===== src/sv/gbff_pkg.sv =====
// Shared types, constants and id tables for the binary frame filter.
`timescale 1ns / 1ps
`default_nettype none
package gbff_pkg;

  localparam logic [7:0] SYNC_A     = 8'hB5;
  localparam logic [7:0] SYNC_B     = 8'h62;
  localparam logic [7:0] CLASS_NAV  = 8'h01;
  localparam logic [7:0] CLASS_MON  = 8'h0A;
  localparam logic [6:0] HEADER_LEN = 7'd5;

  localparam logic [7:0] ID_A = 8'h07;
  localparam logic [7:0] ID_B = 8'h04;
  localparam logic [7:0] ID_C = 8'h20;
  localparam logic [7:0] ID_D = 8'h0B;
  localparam logic [7:0] ID_E = 8'h09;

  localparam logic [2:0] BEAT_LAST = 3'd4;

  // Job handed from the parser to the output sequencer.
  typedef struct packed {
    logic       is_header;
    logic [7:0] class_code;
    logic [7:0] message_id;
    logic [7:0] data;
    logic       last;
    logic [6:0] frame_length;
  } job_t;

  // Body bytes for an id, zero when the id is not accepted.
  function automatic logic [6:0] body_for_id(input logic [7:0] id);
    case (id)
      ID_A:    body_for_id = 7'd95;
      ID_B:    body_for_id = 7'd21;
      ID_C:    body_for_id = 7'd19;
      ID_D:    body_for_id = 7'd31;
      ID_E:    body_for_id = 7'd63;
      default: body_for_id = 7'd0;
    endcase
  endfunction

  // True when id is accepted and len is its expected length byte.
  function automatic logic length_ok(input logic [7:0] id, input logic [7:0] len);
    case (id)
      ID_A:    length_ok = (len == 8'h5C);
      ID_B:    length_ok = (len == 8'h12);
      ID_C:    length_ok = (len == 8'h10);
      ID_D:    length_ok = (len == 8'h1C);
      ID_E:    length_ok = (len == 8'h3C);
      default: length_ok = 1'b0;
    endcase
  endfunction

endpackage
`default_nettype wire


===== src/sv/gbff_front.sv =====
// Frame parser: takes one byte per transfer and issues header or body jobs.
`timescale 1ns / 1ps
`default_nettype none
module gbff_front (
  input  wire logic          clk,
  input  wire logic          rst,
  input  wire logic          accept,
  input  wire logic [7:0]    rx_byte,
  output gbff_pkg::job_t     job,
  output logic               job_push
);

  typedef enum logic [5:0] {
    PH_SYNC_A = 6'b000001,
    PH_SYNC_B = 6'b000010,
    PH_CLASS  = 6'b000100,
    PH_ID     = 6'b001000,
    PH_LEN    = 6'b010000,
    PH_BODY   = 6'b100000
  } phase_t;

  phase_t     phase, phase_next;
  logic [7:0] class_code, class_code_next;
  logic [7:0] message_id, message_id_next;
  logic [6:0] body_target, body_target_next;
  logic [6:0] body_count, body_count_next;
  logic       emit;
  logic       fwd;
  logic [6:0] count_inc;
  logic [6:0] id_body;

  assign id_body = gbff_pkg::body_for_id(rx_byte);
  assign fwd = body_count < body_target;
  assign count_inc = fwd ? body_count + 7'd1 : body_count;

  always_comb begin
    phase_next       = phase;
    class_code_next  = class_code;
    message_id_next  = message_id;
    body_target_next = body_target;
    body_count_next  = body_count;
    emit             = 1'b0;
    job              = '0;
    case (phase)
      PH_SYNC_B: begin
        phase_next = (rx_byte == gbff_pkg::SYNC_B) ? PH_CLASS : PH_SYNC_A;
      end
      PH_CLASS: begin
        if (rx_byte == gbff_pkg::CLASS_NAV || rx_byte == gbff_pkg::CLASS_MON) begin
          class_code_next = rx_byte;
          phase_next      = PH_ID;
        end else begin
          phase_next = PH_SYNC_A;
        end
      end
      PH_ID: begin
        if (id_body != 7'd0) begin
          message_id_next  = rx_byte;
          body_target_next = id_body;
          phase_next       = PH_LEN;
        end else begin
          phase_next = PH_SYNC_A;
        end
      end
      PH_LEN: begin
        if (gbff_pkg::length_ok(message_id, rx_byte)) begin
          body_count_next = 7'd0;
          emit            = 1'b1;
          job.is_header   = 1'b1;
          job.class_code  = class_code;
          job.message_id  = message_id;
          job.data        = rx_byte;
          phase_next      = PH_BODY;
        end else begin
          phase_next = PH_ID;
        end
      end
      PH_BODY: begin
        job.data = rx_byte;
        if (count_inc >= body_target) begin
          emit             = fwd;
          job.last         = 1'b1;
          job.frame_length = body_target + gbff_pkg::HEADER_LEN;
          body_count_next  = 7'd0;
          body_target_next = 7'd0;
          phase_next       = PH_SYNC_A;
        end else begin
          emit            = 1'b1;
          body_count_next = count_inc;
        end
      end
      default: begin
        phase_next = (rx_byte == gbff_pkg::SYNC_A) ? PH_SYNC_B : PH_SYNC_A;
      end
    endcase
  end

  assign job_push = accept && emit;

  always_ff @(posedge clk) begin
    if (rst) begin
      phase       <= PH_SYNC_A;
      class_code  <= 8'd0;
      message_id  <= 8'd0;
      body_target <= 7'd0;
      body_count  <= 7'd0;
    end else if (accept) begin
      phase       <= phase_next;
      class_code  <= class_code_next;
      message_id  <= message_id_next;
      body_target <= body_target_next;
      body_count  <= body_count_next;
    end
  end

endmodule
`default_nettype wire


===== src/sv/gbff_queue.sv =====
// Short job queue between the parser and the output sequencer.
`timescale 1ns / 1ps
`default_nettype none
module gbff_queue #(
  parameter int DEPTH = 4
) (
  input  wire logic           clk,
  input  wire logic           rst,
  input  wire logic           push,
  input  wire gbff_pkg::job_t wr_data,
  output logic                full,
  input  wire logic           pop,
  output gbff_pkg::job_t      rd_data,
  output logic                valid
);

  localparam int PW = (DEPTH > 1) ? $clog2(DEPTH) : 1;
  localparam int CW = $clog2(DEPTH + 1);
  localparam logic [PW-1:0] PTR_MAX = PW'(DEPTH - 1);
  localparam logic [CW-1:0] CNT_FULL = CW'(DEPTH);

  gbff_pkg::job_t slots [DEPTH];
  logic [PW-1:0]  wr_ptr;
  logic [PW-1:0]  rd_ptr;
  logic [CW-1:0]  count;
  logic           do_push;
  logic           do_pop;

  assign full    = (count == CNT_FULL);
  assign valid   = (count != '0);
  assign do_push = push && !full;
  assign do_pop  = pop && valid;
  assign rd_data = slots[rd_ptr];

  always_ff @(posedge clk) begin
    if (do_push) begin
      slots[wr_ptr] <= wr_data;
    end
  end

  always_ff @(posedge clk) begin
    if (rst) begin
      wr_ptr <= '0;
      rd_ptr <= '0;
      count  <= '0;
    end else begin
      if (do_push) begin
        wr_ptr <= (wr_ptr == PTR_MAX) ? '0 : wr_ptr + PW'(1);
      end
      if (do_pop) begin
        rd_ptr <= (rd_ptr == PTR_MAX) ? '0 : rd_ptr + PW'(1);
      end
      if (do_push && !do_pop) begin
        count <= count + CW'(1);
      end else if (do_pop && !do_push) begin
        count <= count - CW'(1);
      end
    end
  end

endmodule
`default_nettype wire


===== src/sv/gbff_back.sv =====
// Output sequencer: expands header jobs into five bytes and holds the current result.
`timescale 1ns / 1ps
`default_nettype none
module gbff_back (
  input  wire logic          clk,
  input  wire logic          rst,
  input  wire gbff_pkg::job_t q_data,
  input  wire logic          q_valid,
  output logic               q_pop,
  output logic               empty,
  input  wire logic          pop,
  output logic [7:0]         out_byte,
  output logic               frame_last,
  output logic [6:0]         frame_length
);

  gbff_pkg::job_t cur;
  logic           cur_valid;
  logic [2:0]     beat;
  logic           beat_last;
  logic           advance;
  logic           load;

  assign beat_last = !cur.is_header || (beat == gbff_pkg::BEAT_LAST);
  assign advance   = cur_valid && pop;
  assign load      = !cur_valid || (advance && beat_last);
  assign q_pop     = load && q_valid;
  assign empty     = !cur_valid;

  always_comb begin
    out_byte     = cur.data;
    frame_last   = cur.last;
    frame_length = cur.frame_length;
    if (cur.is_header) begin
      frame_last   = 1'b0;
      frame_length = 7'd0;
      case (beat)
        3'd0:    out_byte = gbff_pkg::SYNC_A;
        3'd1:    out_byte = gbff_pkg::SYNC_B;
        3'd2:    out_byte = cur.class_code;
        3'd3:    out_byte = cur.message_id;
        default: out_byte = cur.data;
      endcase
    end
  end

  always_ff @(posedge clk) begin
    if (load) begin
      cur <= q_data;
    end
  end

  always_ff @(posedge clk) begin
    if (rst) begin
      cur_valid <= 1'b0;
      beat      <= 3'd0;
    end else if (load) begin
      cur_valid <= q_valid;
      beat      <= 3'd0;
    end else if (advance) begin
      beat <= beat + 3'd1;
    end
  end

endmodule
`default_nettype wire


===== src/sv/gnss_binary_frame_filter_core.sv =====
// Top level of the binary navigation frame filter.
`timescale 1ns / 1ps
`default_nettype none
// Accepts one received byte per cycle while full is low. A parser finds the
// sync pair, class, id and matching length byte, then forwards the body bytes
// (length high byte, payload, checksum); the last byte carries frame_last and
// the total frame length. Each accepted byte yields at most one job in a
// QUEUE_DEPTH-entry queue; while pop is high the output sequencer drains one
// result per cycle, expanding a header job into its five bytes. A job is
// written into the queue and then loaded into the sequencer's current-result
// register before its result can be popped. With pop held high the six-entry
// queue absorbs the extra header bytes, so input takes a byte every cycle;
// input stalls only when the job queue fills, which happens when pop is held
// low or slow.
module gnss_binary_frame_filter_core #(
  parameter int QUEUE_DEPTH = 6
) (
  input  wire logic       clk,
  input  wire logic       rst,
  input  wire logic       push,
  output logic            full,
  input  wire logic [7:0] rx_byte,
  output logic            empty,
  input  wire logic       pop,
  output logic [7:0]      out_byte,
  output logic            frame_last,
  output logic [6:0]      frame_length
);

  gbff_pkg::job_t job;
  gbff_pkg::job_t q_data;
  logic           job_push;
  logic           q_full;
  logic           q_valid;
  logic           q_pop;
  logic           accept;

  assign full   = q_full;
  assign accept = push && !q_full;

  gbff_front u_front (
    .clk      (clk),
    .rst      (rst),
    .accept   (accept),
    .rx_byte  (rx_byte),
    .job      (job),
    .job_push (job_push)
  );

  gbff_queue #(
    .DEPTH (QUEUE_DEPTH)
  ) u_queue (
    .clk     (clk),
    .rst     (rst),
    .push    (job_push),
    .wr_data (job),
    .full    (q_full),
    .pop     (q_pop),
    .rd_data (q_data),
    .valid   (q_valid)
  );

  gbff_back u_back (
    .clk          (clk),
    .rst          (rst),
    .q_data       (q_data),
    .q_valid      (q_valid),
    .q_pop        (q_pop),
    .empty        (empty),
    .pop          (pop),
    .out_byte     (out_byte),
    .frame_last   (frame_last),
    .frame_length (frame_length)
  );

endmodule
`default_nettype wire


===== config.mk =====
export PLATFORM = sky130hd
export DESIGN_NAME = gnss_binary_frame_filter_core
export DESIGN_NICKNAME = d
export VERILOG_FILES = /design/src/sv/gbff_pkg.sv /design/src/sv/gbff_front.sv /design/src/sv/gbff_queue.sv /design/src/sv/gbff_back.sv /design/src/sv/gnss_binary_frame_filter_core.sv
export SDC_FILE = /design/constraint.sdc
export NUM_CORES = 1
export LEC_CHECK = 0
export BUFFER_PORTS_ARGS = -buffer_cell sky130_fd_sc_hd__buf_2
export CAP_MARGIN = 15
export CORE_ASPECT_RATIO = 1.4
export CORE_MARGIN = 4
export CORE_UTILIZATION = 56
export CTS_BUF_LIST = sky130_fd_sc_hd__clkbuf_16
export DETAILED_ROUTE_END_ITERATION = 12
export GPL_TIMING_DRIVEN = 0
export PLACE_DENSITY = 0.74
export REMOVE_ABC_BUFFERS = 1
export SLEW_MARGIN = 20
export SYNTH_ARGS = -nofsm -noshare
export SYNTH_HDL_FRONTEND = slang
export SYNTH_SLANG_ARGS = --single-unit

===== constraint.sdc =====
create_clock -name clk -period 6.65 [get_ports clk]
set_clock_uncertainty 0.05 [all_clocks]
set_input_delay 1.33 -clock clk [delete_from_list [all_inputs] [get_ports clk]]
set_output_delay 1.33 -clock clk [all_outputs]
set_load 0.005 [all_outputs]

After elaboration in Yosys (flattened, before gate mapping)
Memories as Yosys holds them, arrays and structs flattened. A register that Yosys moved wholly into a read port is not among the register bits.
Cells that the tools add are included.
{"block": "word_totals", "register_bits": 49, "ramBits": 198, "inputBits": 12, "output_inout_bits": 18, "n_memories": 1}
{"memory": "u_queue.slots", "words": 6, "width": 33, "rd": 1, "rd_ports_with_merged_regs": 1, "wr": 1, "line_no": "gbff_queue.sv:22", "rtl": "gbff_pkg::job_t slots [DEPTH];"}
{"block": "op_classes", "n_addsub": 7, "order_cmp": 2, "n_eq_ne": 34, "mux": 35, "reduce_logical": 29}
{"operator": "2-to-1 mux 7 bit", "count": 6}
{"operator": "equality test 8 x 4 -> 1 bit (second input constant)", "count": 5}
{"operator": "one-hot mux 7 bit (5 select lines)", "count": 1}
{"operator": "equality test 8 x 3 -> 1 bit (second input constant)", "count": 4}
{"operator": "one-hot mux 8 bit (4 select lines)", "count": 1}
{"operator": "one-hot mux 6 bit (5 select lines)", "count": 1}
{"operator": "one-hot mux 7 bit (2 select lines)", "count": 2}
{"operator": "2-to-1 mux 25 bit", "count": 1}
{"operator": "equality test 8 x 5 -> 1 bit (second input constant)", "count": 3}
{"operator": "equality test 8 x 6 -> 1 bit (second input constant)", "count": 3}
{"operator": "2-to-1 mux 8 bit", "count": 3}
{"operator": "2-to-1 mux 17 bit", "count": 1}
{"operator": "equality test 8 x 7 -> 1 bit (second input constant)", "count": 2}
{"operator": "one-hot mux 8 bit (2 select lines)", "count": 1}
{"operator": "2-to-1 mux 3 bit", "count": 5}
{"operator": "adder 3 x 1 -> 3 bit (second input constant)", "count": 4}
{"operator": "equality test 3 bit (second input constant)", "count": 4}
{"operator": "2-to-1 mux 6 bit", "count": 2}
{"operator": "logical AND 1 bit", "count": 9}
{"operator": "AND reduction 3 bit", "count": 3}
{"operator": "equality test 8 x 1 -> 1 bit (second input constant)", "count": 1}
{"operator": "equality test 8 bit (second input constant)", "count": 1}
{"operator": "adder 7 x 1 -> 7 bit (second input constant)", "count": 1}
{"operator": "adder 7 x 3 -> 7 bit (second input constant)", "count": 1}
{"operator": "other kinds (26)", "count": 42}

Logic depth before layout (Yosys ltp)
Gate-level depths: netlist (run 1).
{"block": "depth", "depth_word": 11, "ltp_mapped": 21, "depth_no_buf": 20}

Cells and area by module
From an unflattened synthesis (run 1), not the netlist that was laid out.
{"block": "unflattened", "cells_unflattened": 792, "hier_area_um2": 12264.3}
{"module": "gbff_queue", "n_inst": 1, "cells_per_inst": 370, "area_per_inst_um2": 8180.3, "seq_area_each_um2": 6185.9}
{"module": "gbff_front", "n_inst": 1, "cells_per_inst": 319, "area_per_inst_um2": 2539.9, "seq_area_each_um2": 700.7}
{"module": "gbff_back", "n_inst": 1, "cells_per_inst": 102, "area_per_inst_um2": 1530.2, "seq_area_each_um2": 1071.0}
{"module": "gnss_binary_frame_filter_core", "n_inst": 1, "cells_per_inst": 1, "area_per_inst_um2": 13.8, "seq_area_each_um2": 0.0}

Worst setup path before layout (run 1)
OpenSTA, ideal clock, no wires.
{"block": "synth_path", "path_kind": "register -> register", "from": "register u_front.body_target[4]", "to": "memory u_queue.slots[4][0] (netlist bit) (enable)", "setup_time_ns": 0.506, "arrival_ns": 6.028, "setup_slack_ns": 0.066, "stages_incl_launch_ff": 16, "n_path_buf": 1, "cell_sequence": "dfxtp_1 inv_1 ha_1 nor3_1 nand2_1 o21a_1 clkbuf_1 nor3_1 xor2_1 ha_1 a21oi_1 o21a_1 o21ai_1 a21oi_1 o21ai_4 nor4_1"}
{"block": "synth_between", "elab_chain_cells": 9}
{"item": "from (decl)", "line_no": "gbff_front.sv:25", "rtl": "logic [6:0] body_target, body_target_next;"}
{"item": "from (signal assigned)", "line_no": "gbff_front.sv:111", "rtl": "body_target <= body_target_next;"}
{"item": "less-than comparator 7 bit", "line_no": "gbff_front.sv:33", "rtl": "assign fwd = body_count < body_target;"}
{"item": "2-to-1 mux 7 bit", "line_no": "gbff_front.sv:34", "rtl": "assign count_inc = fwd ? body_count + 7'd1 : body_count;"}
{"item": ">= comparator 7 bit", "line_no": "gbff_front.sv:80", "rtl": "if (count_inc >= body_target) begin"}
{"item": "2-to-1 mux 1 bit (*)", "line_no": "gbff_front.sv:80"}
{"item": "one-hot mux 1 bit (2 select lines) (*)", "line_no": "gbff_front.sv:44", "rtl": "case (phase)"}
{"item": "logical AND 1 bit (*)", "line_no": "gbff_front.sv:98", "rtl": "assign job_push = accept && emit;"}
{"item": "logical AND 1 bit (*)", "line_no": "gbff_queue.sv:31", "rtl": "assign do_push = push && !full;"}
{"item": "2-to-1 mux 1 bit (*)", "line_no": "gbff_queue.sv:36", "rtl": "if (do_push) begin"}
{"item": "2-to-1 mux 1 bit (implied by the code) (*)", "line_no": "gbff_queue.sv:37", "rtl": "slots[wr_ptr] <= wr_data;"}
{"item": "to (decl)", "line_no": "gbff_queue.sv:22"}
Mark *: on every way between the ends. The rest lies on a longest branch, timed or not.

Worst setup path in the final report (run 1)
{"block": "layout_path", "from": "register u_front.body_target[4]", "to": "memory u_queue.slots[0][22] (netlist bit) (enable)"}
The elaborated chain is that of the path after synthesis.

==> results of run 1 <==
## where the power goes
group / total, mW / leakage [nW] / internal, mW / switching, mW
logic: 0.0392 / 1.72 / 0.0118 / 0.0273
clock network: 1.33 / 0.393 / 0.725 / 0.606
registers: 1.87 / 2.70 / 1.87 / 0.00489
total: 3.24 / 4.82 / 2.60 / 0.638
## state kept, by name, indices dropped and copies added (netlist names)
register / flops
u_front.phase: 6
u_queue.rd_ptr: 3
u_queue.count: 3
u_back.beat: 3
u_front.class_code: 8
u_queue.slots: 198
u_back.cur: 33
u_front.message_id: 8
u_back.cur_valid: 1
u_front.body_count: 7
u_queue.wr_ptr: 3
u_front.body_target: 6
## layout make-up
type                            instances  area [sq um]  share of cell area [%]
Timing Repair Buffer                   72           492                    3.65
Inverter                               26          97.6                   0.725
Multi-Input combinational cell        495          3900                    28.9
Sequential cell                       279          7910                    58.7
Clock inverter                         21           125                   0.929
Tap cell                              260           325                    2.42
Clock buffer                           25           626                    4.64
## routing by layer
layer / part of all wire (%) / up-vias
met1: 41 / 3606
met2: 53 / 186
li1: - / 3302
met3: 4.3 / 30
met4: 1.7 / 0
met5: 0 / -
## worst min-delay path by stage
stage / startpoint / endpoint
floorplan: u_front.body_target[5]$_SDFFE_PP0P_ / u_front.body_target[5]$_SDFFE_PP0P_
global placement: u_front.class_code[4]$_SDFFE_PP0P_ / u_front.class_code[4]$_SDFFE_PP0P_
detailed placement: u_front.body_target[5]$_SDFFE_PP0P_ / u_front.body_target[5]$_SDFFE_PP0P_
CTS: u_front.body_target[5]$_SDFFE_PP0P_ / u_front.body_target[5]$_SDFFE_PP0P_
global route: u_front.class_code[4]$_SDFFE_PP0P_ / u_front.class_code[4]$_SDFFE_PP0P_
finish: u_front.body_target[5]$_SDFFE_PP0P_ / u_front.body_target[5]$_SDFFE_PP0P_
## cell usage in the layout, fill, tap and decap left out, drive strengths merged, types with 11 or more instances in the layout
cell type,count
clkinv,14
conb,18
nand2,38
and2,17
nor2,65
buf,72
mux4,33
mux2i,45
nor2b,17
inv,32
nor4,11
ha,21
clkbuf,25
edfxtp,231
dfxtp,48
a21oi,54
o21ai,25
nor3,12
## cell families after synthesis
family | count (synthesis) | share of synthesized area (%)
AO/OA/AOI/OAI | 145 | 8.36
buffers and inverters | 69 | 2.27
multiplexers | 79 | 10.1
other | 1 | 0.0314
XOR/XNOR | 16 | 1.17
adder cells (fa/ha/maj) | 22 | 2.37
AND/OR/NAND/NOR | 215 | 9.63
flip-flops | 279 | 66.1
## through the flow
stage          cell area [sq um]  util, %
4_1_cts                    13500     63.8
3_3_place_gp               12300     58.3
3_5_place_dp               12700     60.2
5_1_grt                    13500     63.8
2_1_floorplan              11800        -
6_report                   13500     63.8
==> flow_summary.yaml, run 1 <==
setup_path:
  required_ns: 6.83
  r2r_setup_slack_ns: 1.35
  reg2reg_to: "u_queue.slots[0][22]$_DFFE_PP_"
  crit_start: "u_front.body_target[4]$_SDFFE_PP0P_"
  crit_path_end_kind: "flip-flop"
  critPathMaxStageDelay_ns: 0.72
  crit_family: "compound AO/OA/AOI/OAI gates"
  r2r_cells: 16
  crit_path_end: "u_queue.slots[0][22]$_DFFE_PP_"
  crit_fanout: 9
  regToRegStartpoint: "u_front.body_target[4]$_SDFFE_PP0P_"
  cp_cell_sequence: "inv_1 > ha_1 > nor3_1 > nand2_1 > o21ai_1 > nand2_1 > xnor2_1 > ha_1 > a21o_1 > a31oi_1 > o21ai_1 > a21oi_1 > o21ai_4 > nor4_2 > buf_2 > buf_2"
  crit_slowest_cell: "nor4_2"
  crit_cells: 16
  crit_type: "flip-flop to flip-flop"
  arrival_ns: 5.48
  cp-start-kind: "flip-flop"
  cp_num_buf_inv: 3
floorplan:
  rows: 63
  die_y_um: 181
  io_pins: 30
  die_area_sq_um: 23800
  core-area_sq_um: 21100
  start_util_pct: 56.6
  fp.dieW_um: 131
drt:
  drt_iter0_markers: 489
  num_vias: 7124
  routed_wl_mm: 24.3
  vias_per_cell: 6.05
  detail_route.wl_per_cell_um: 20.7
  drc: 0
  drtAntennaViolNets: 0
  firstDrtPassIters: 5
clock_tree:
  clock-root-buffer: "clkbuf_16"
  hold_buffers: 0
  cts.sinks: 279
  clock_latency_ns: 0.52
  cts_buffers: 25
  cts_resized: 0
  cts_buffer_depth: 3
  post_cts_buffers: 0
  cts_max_level: 1
  cts_tree: "built"
  cts.clk_slew.worst_paths_ns: 0.06
global_routing:
  grt_pass1_vias: 7372
  grt_pass1_wl_mm: 39.5
  track_usage_pct: 20.7
  met1_usage_pct: 27.1
  grt.met3_usage_pct: 2.45
  grt_max_degree: 70
  overflow: 0
  use_met2_pct: 36.8
  antenna_found_initial: 0
  gr-max-usage-layer: "met2"
pwr:
  total_power_mw: 3.24
  power.density_nw_per_um2: 241
  worst_ir_drop_vdd_mv: 0.169
  total_leakage_power_nw: 4.82
yosys:
  synth_flop_cell: "edfxtp_1"
  ys_ff_latch: 279
  netlist_area_sq_um: 12000
  yosysTopAreaCell: "edfxtp_1"
  yosys_warnings: 0
  yosys-top-cells-count: "edfxtp_1 (231), nor2_1 (64), a21oi_1 (54)"
  ys_seq_area_share_pct: 66.1
  syn-mean-instance-area_sq_um: 14.5
  post_synth_num_cell_types: 77
  netlist.area_leader.share_pct: 58.0
  synth_area_leaders: "edfxtp_1 (58%), dfxtp_1 (8.0%), mux4_2 (6.2%)"
  syn_inst: 826
  synth_edf_count: 231
  synth.most_common_cell: "edfxtp_1"
  async_flop_share_pct: 0
finish:
  antenna_cells: 0
  stdcell_count: 1178
  drive_gt1_share_pct: 18.4
  area_delta_synth_final_pct: 12.7
  nFillCells: 1501
  nets: 933
timing:
  fin_hold_ws_ns: 0.431
  tightest_slew_ns: 1.05
  layout_setup_ws_ns: 1.35
  setup_viol: 0
  slew_violations: 0
  timing.setup.tns_ns: 0
  fin_crit_sh_pct: 79.8
  period_needed_ns: 5.30
  maxSlewHeadroom_pct: 30.1
  finalHoldViolCount: 0
  rsz0062_at_grt: "false"
  max_freq_ghz: 0.189
place:
  post-dp-hpwl_mm: 16.5
  gp_congestion: 0.839
  dp.cells: 1132
  dpl_worst_slack_ns: 1.37
  numPortBuffers: 29
min_path:
  hold_depth: 1
  hold_path.class: "flip-flop to flip-flop"
run:
  cap_violations: 0
status:
  status: "completed"
(Power assumes the default switching activity.)
==> inputs of run 2 (changes only) <==
clock period = 4.6 ns   (was 6.65 ns; I/O delays follow)
==> flow_summary.yaml, run 2 (synthesized netlist as in run 1, its figures left out) <==
status:
  status: "completed"
global_routing:
  grt_pass1_vias: 7447
  grt_pass1_wl_mm: 39.7
  track_usage_pct: 20.8
  overflow: 0
  antenna_found_initial: 0
  grt_max_degree: 70
timing:
  timing.setup.tns_ns: 0
  finalHoldViolCount: 0
  setup_viol: 0
  max_freq_ghz: 0.230
  rsz0062_at_grt: "false"
  period_needed_ns: 4.34
  fin_crit_sh_pct: 94.3
  tightest_slew_ns: 1.04
  maxSlewHeadroom_pct: 30.4
  slew_violations: 0
drt:
  routed_wl_mm: 24.5
  detail_route.wl_per_cell_um: 20.8
  drt_iter0_markers: 475
  vias_per_cell: 6.01
  firstDrtPassIters: 6
  num_vias: 7097
  drc: 0
  drtAntennaViolNets: 0
pwr:
  power.density_nw_per_um2: 345
  worst_ir_drop_vdd_mv: 0.245
  total_power_mw: 4.69
  total_leakage_power_nw: 4.88
finish:
  antenna_cells: 0
  mostFrequentLayoutCells: "edfxtp_1 (231), nor2_1 (64), a21oi_1 (53)"
  design_area_sq_um: 13600
  final_common_cell: "edfxtp_1"
  reg_top3: "u_queue.slots x198, u_back.cur x33"
  regMostFlops: "u_queue.slots"
  drive_gt1_share_pct: 20.1
  nets: 936
  largest_register_ffs: 198
  finish.utilization_pct: 64.4
  area_delta_synth_final_pct: 13.8
clock_tree:
  clock_latency_ns: 0.52
  cts_buffers: 25
  cts_max_level: 1
  cts_tree: "built"
  hold_buffers: 0
  cts_buffer_depth: 3
  cts.sinks: 279
  clock-root-buffer: "clkbuf_16"
  cts.clk_slew.worst_paths_ns: 0.06
run:
  cap_violations: 0
floorplan:
  start_util_pct: 56.6
  fp.dieW_um: 131
  die_y_um: 181
  rows: 63
  io_pins: 30
  core-area_sq_um: 21100
  die_area_sq_um: 23800
setup_path:
  required_ns: 4.98
  crit_path_end_kind: "flip-flop"
  crit_fanout: 9
  cp_cell_sequence: "inv_1 > ha_1 > a21oi_1 > o21ai_2 > o21a_4 > nor3_4 > xor2_1 > ha_1 > a21oi_1 > o21a_1 > o21ai_4 > a21oi_2 > o21ai_4 > inv_1 > ha_1 > inv_1 > fa_1 > xor2_1 > or3_1 > a21oi_1"
  critPathMaxStageDelay_ns: 0.37
  crit_slowest_cell: "dfxtp_2"
  cp-start-kind: "flip-flop"
  arrival_ns: 4.72
  crit_type: "flip-flop to flip-flop"
place:
  dpl_cell_area_sq_um: 12700
  post-dp-hpwl_mm: 16.5
  numPortBuffers: 29
  gp_congestion: 0.839
min_path:
  hold_path.class: "flip-flop to flip-flop"
==> run 2: worst paths after layout <==
check             cells after the start                                   to                                 from  slack (ns)
setup reg to reg                     20        u_queue.count[2]$_SDFFE_PP0P_  u_front.body_target[2]$_SDFFE_PP0P_        0.26
hold / removal                        1  u_front.body_target[5]$_SDFFE_PP0P_  u_front.body_target[5]$_SDFFE_PP0P_        0.42
hold reg to reg                       1  u_front.body_target[5]$_SDFFE_PP0P_  u_front.body_target[5]$_SDFFE_PP0P_        0.42
setup / recovery                     20        u_queue.count[2]$_SDFFE_PP0P_  u_front.body_target[2]$_SDFFE_PP0P_        0.26
==> run 2: critical path: cells and delay by family, from the launching register on <==
family / cells / cell delay [ns]
fa+ha+maj: 4 / 1.12
flops: 1 / 0.37
compound gates: 9 / 1.53
buf+inv: 3 / 0.28
xor+xnor: 2 / 0.37
simple gates: 2 / 0.52
==> run 2: metrics by stage <==
| step | hold slack (ns) | instances | setup WS [ns] |
|---|---|---|---|
| 3_5_place_dp | 0.407 | 1132 | -0.680 |
| 5_1_grt | 0.448 | 1181 | 0.000691 |
| 3_3_place_gp | 0.407 | 1089 | -5.73 |
| 6_report | 0.425 | 1181 | 0.261 |
| 2_1_floorplan | 0.382 | 800 | -1.97 |
| 4_1_cts | 0.424 | 1180 | 0.00321 |
==> run 2: metal layers <==
layer | GRT usage [%] | share of wire, % | vias up
li1 | - | - | 3310
met1 | 27.2 | 41 | 3563
met2 | 36.9 | 52 | 191
met3 | 2.53 | 4.7 | 33
met4 | 5.93 | 1.9 | 0
met5 | 0 | 0 | -
==> run 2: cell type report <==
cell class                      instances  area [sq um]
Timing Repair Buffer                   75           514
Fill cell                            1485          7520
Sequential cell                       279          7910
Clock inverter                         21           125
Tap cell                              260           325
Clock buffer                           25           626
Multi-Input combinational cell        495          4000
Inverter                               26          97.6
==> run 2: power breakdown <==
group	switching (mW)	total, mW	internal (mW)	leakage [nW]
sequential	0.00862	2.71	2.70	2.71
clock	0.881	1.93	1.05	0.393
combinational	0.0394	0.0565	0.0171	1.79
total	0.929	4.69	3.76	4.88
==> run 2: what timing repair did <==
action,4_1_cts,5_1_grt
buffers inserted,2,1
gates cloned,0,0
setup endpoints to repair,190,91
pin swaps,1,4
gates resized for setup,12,12
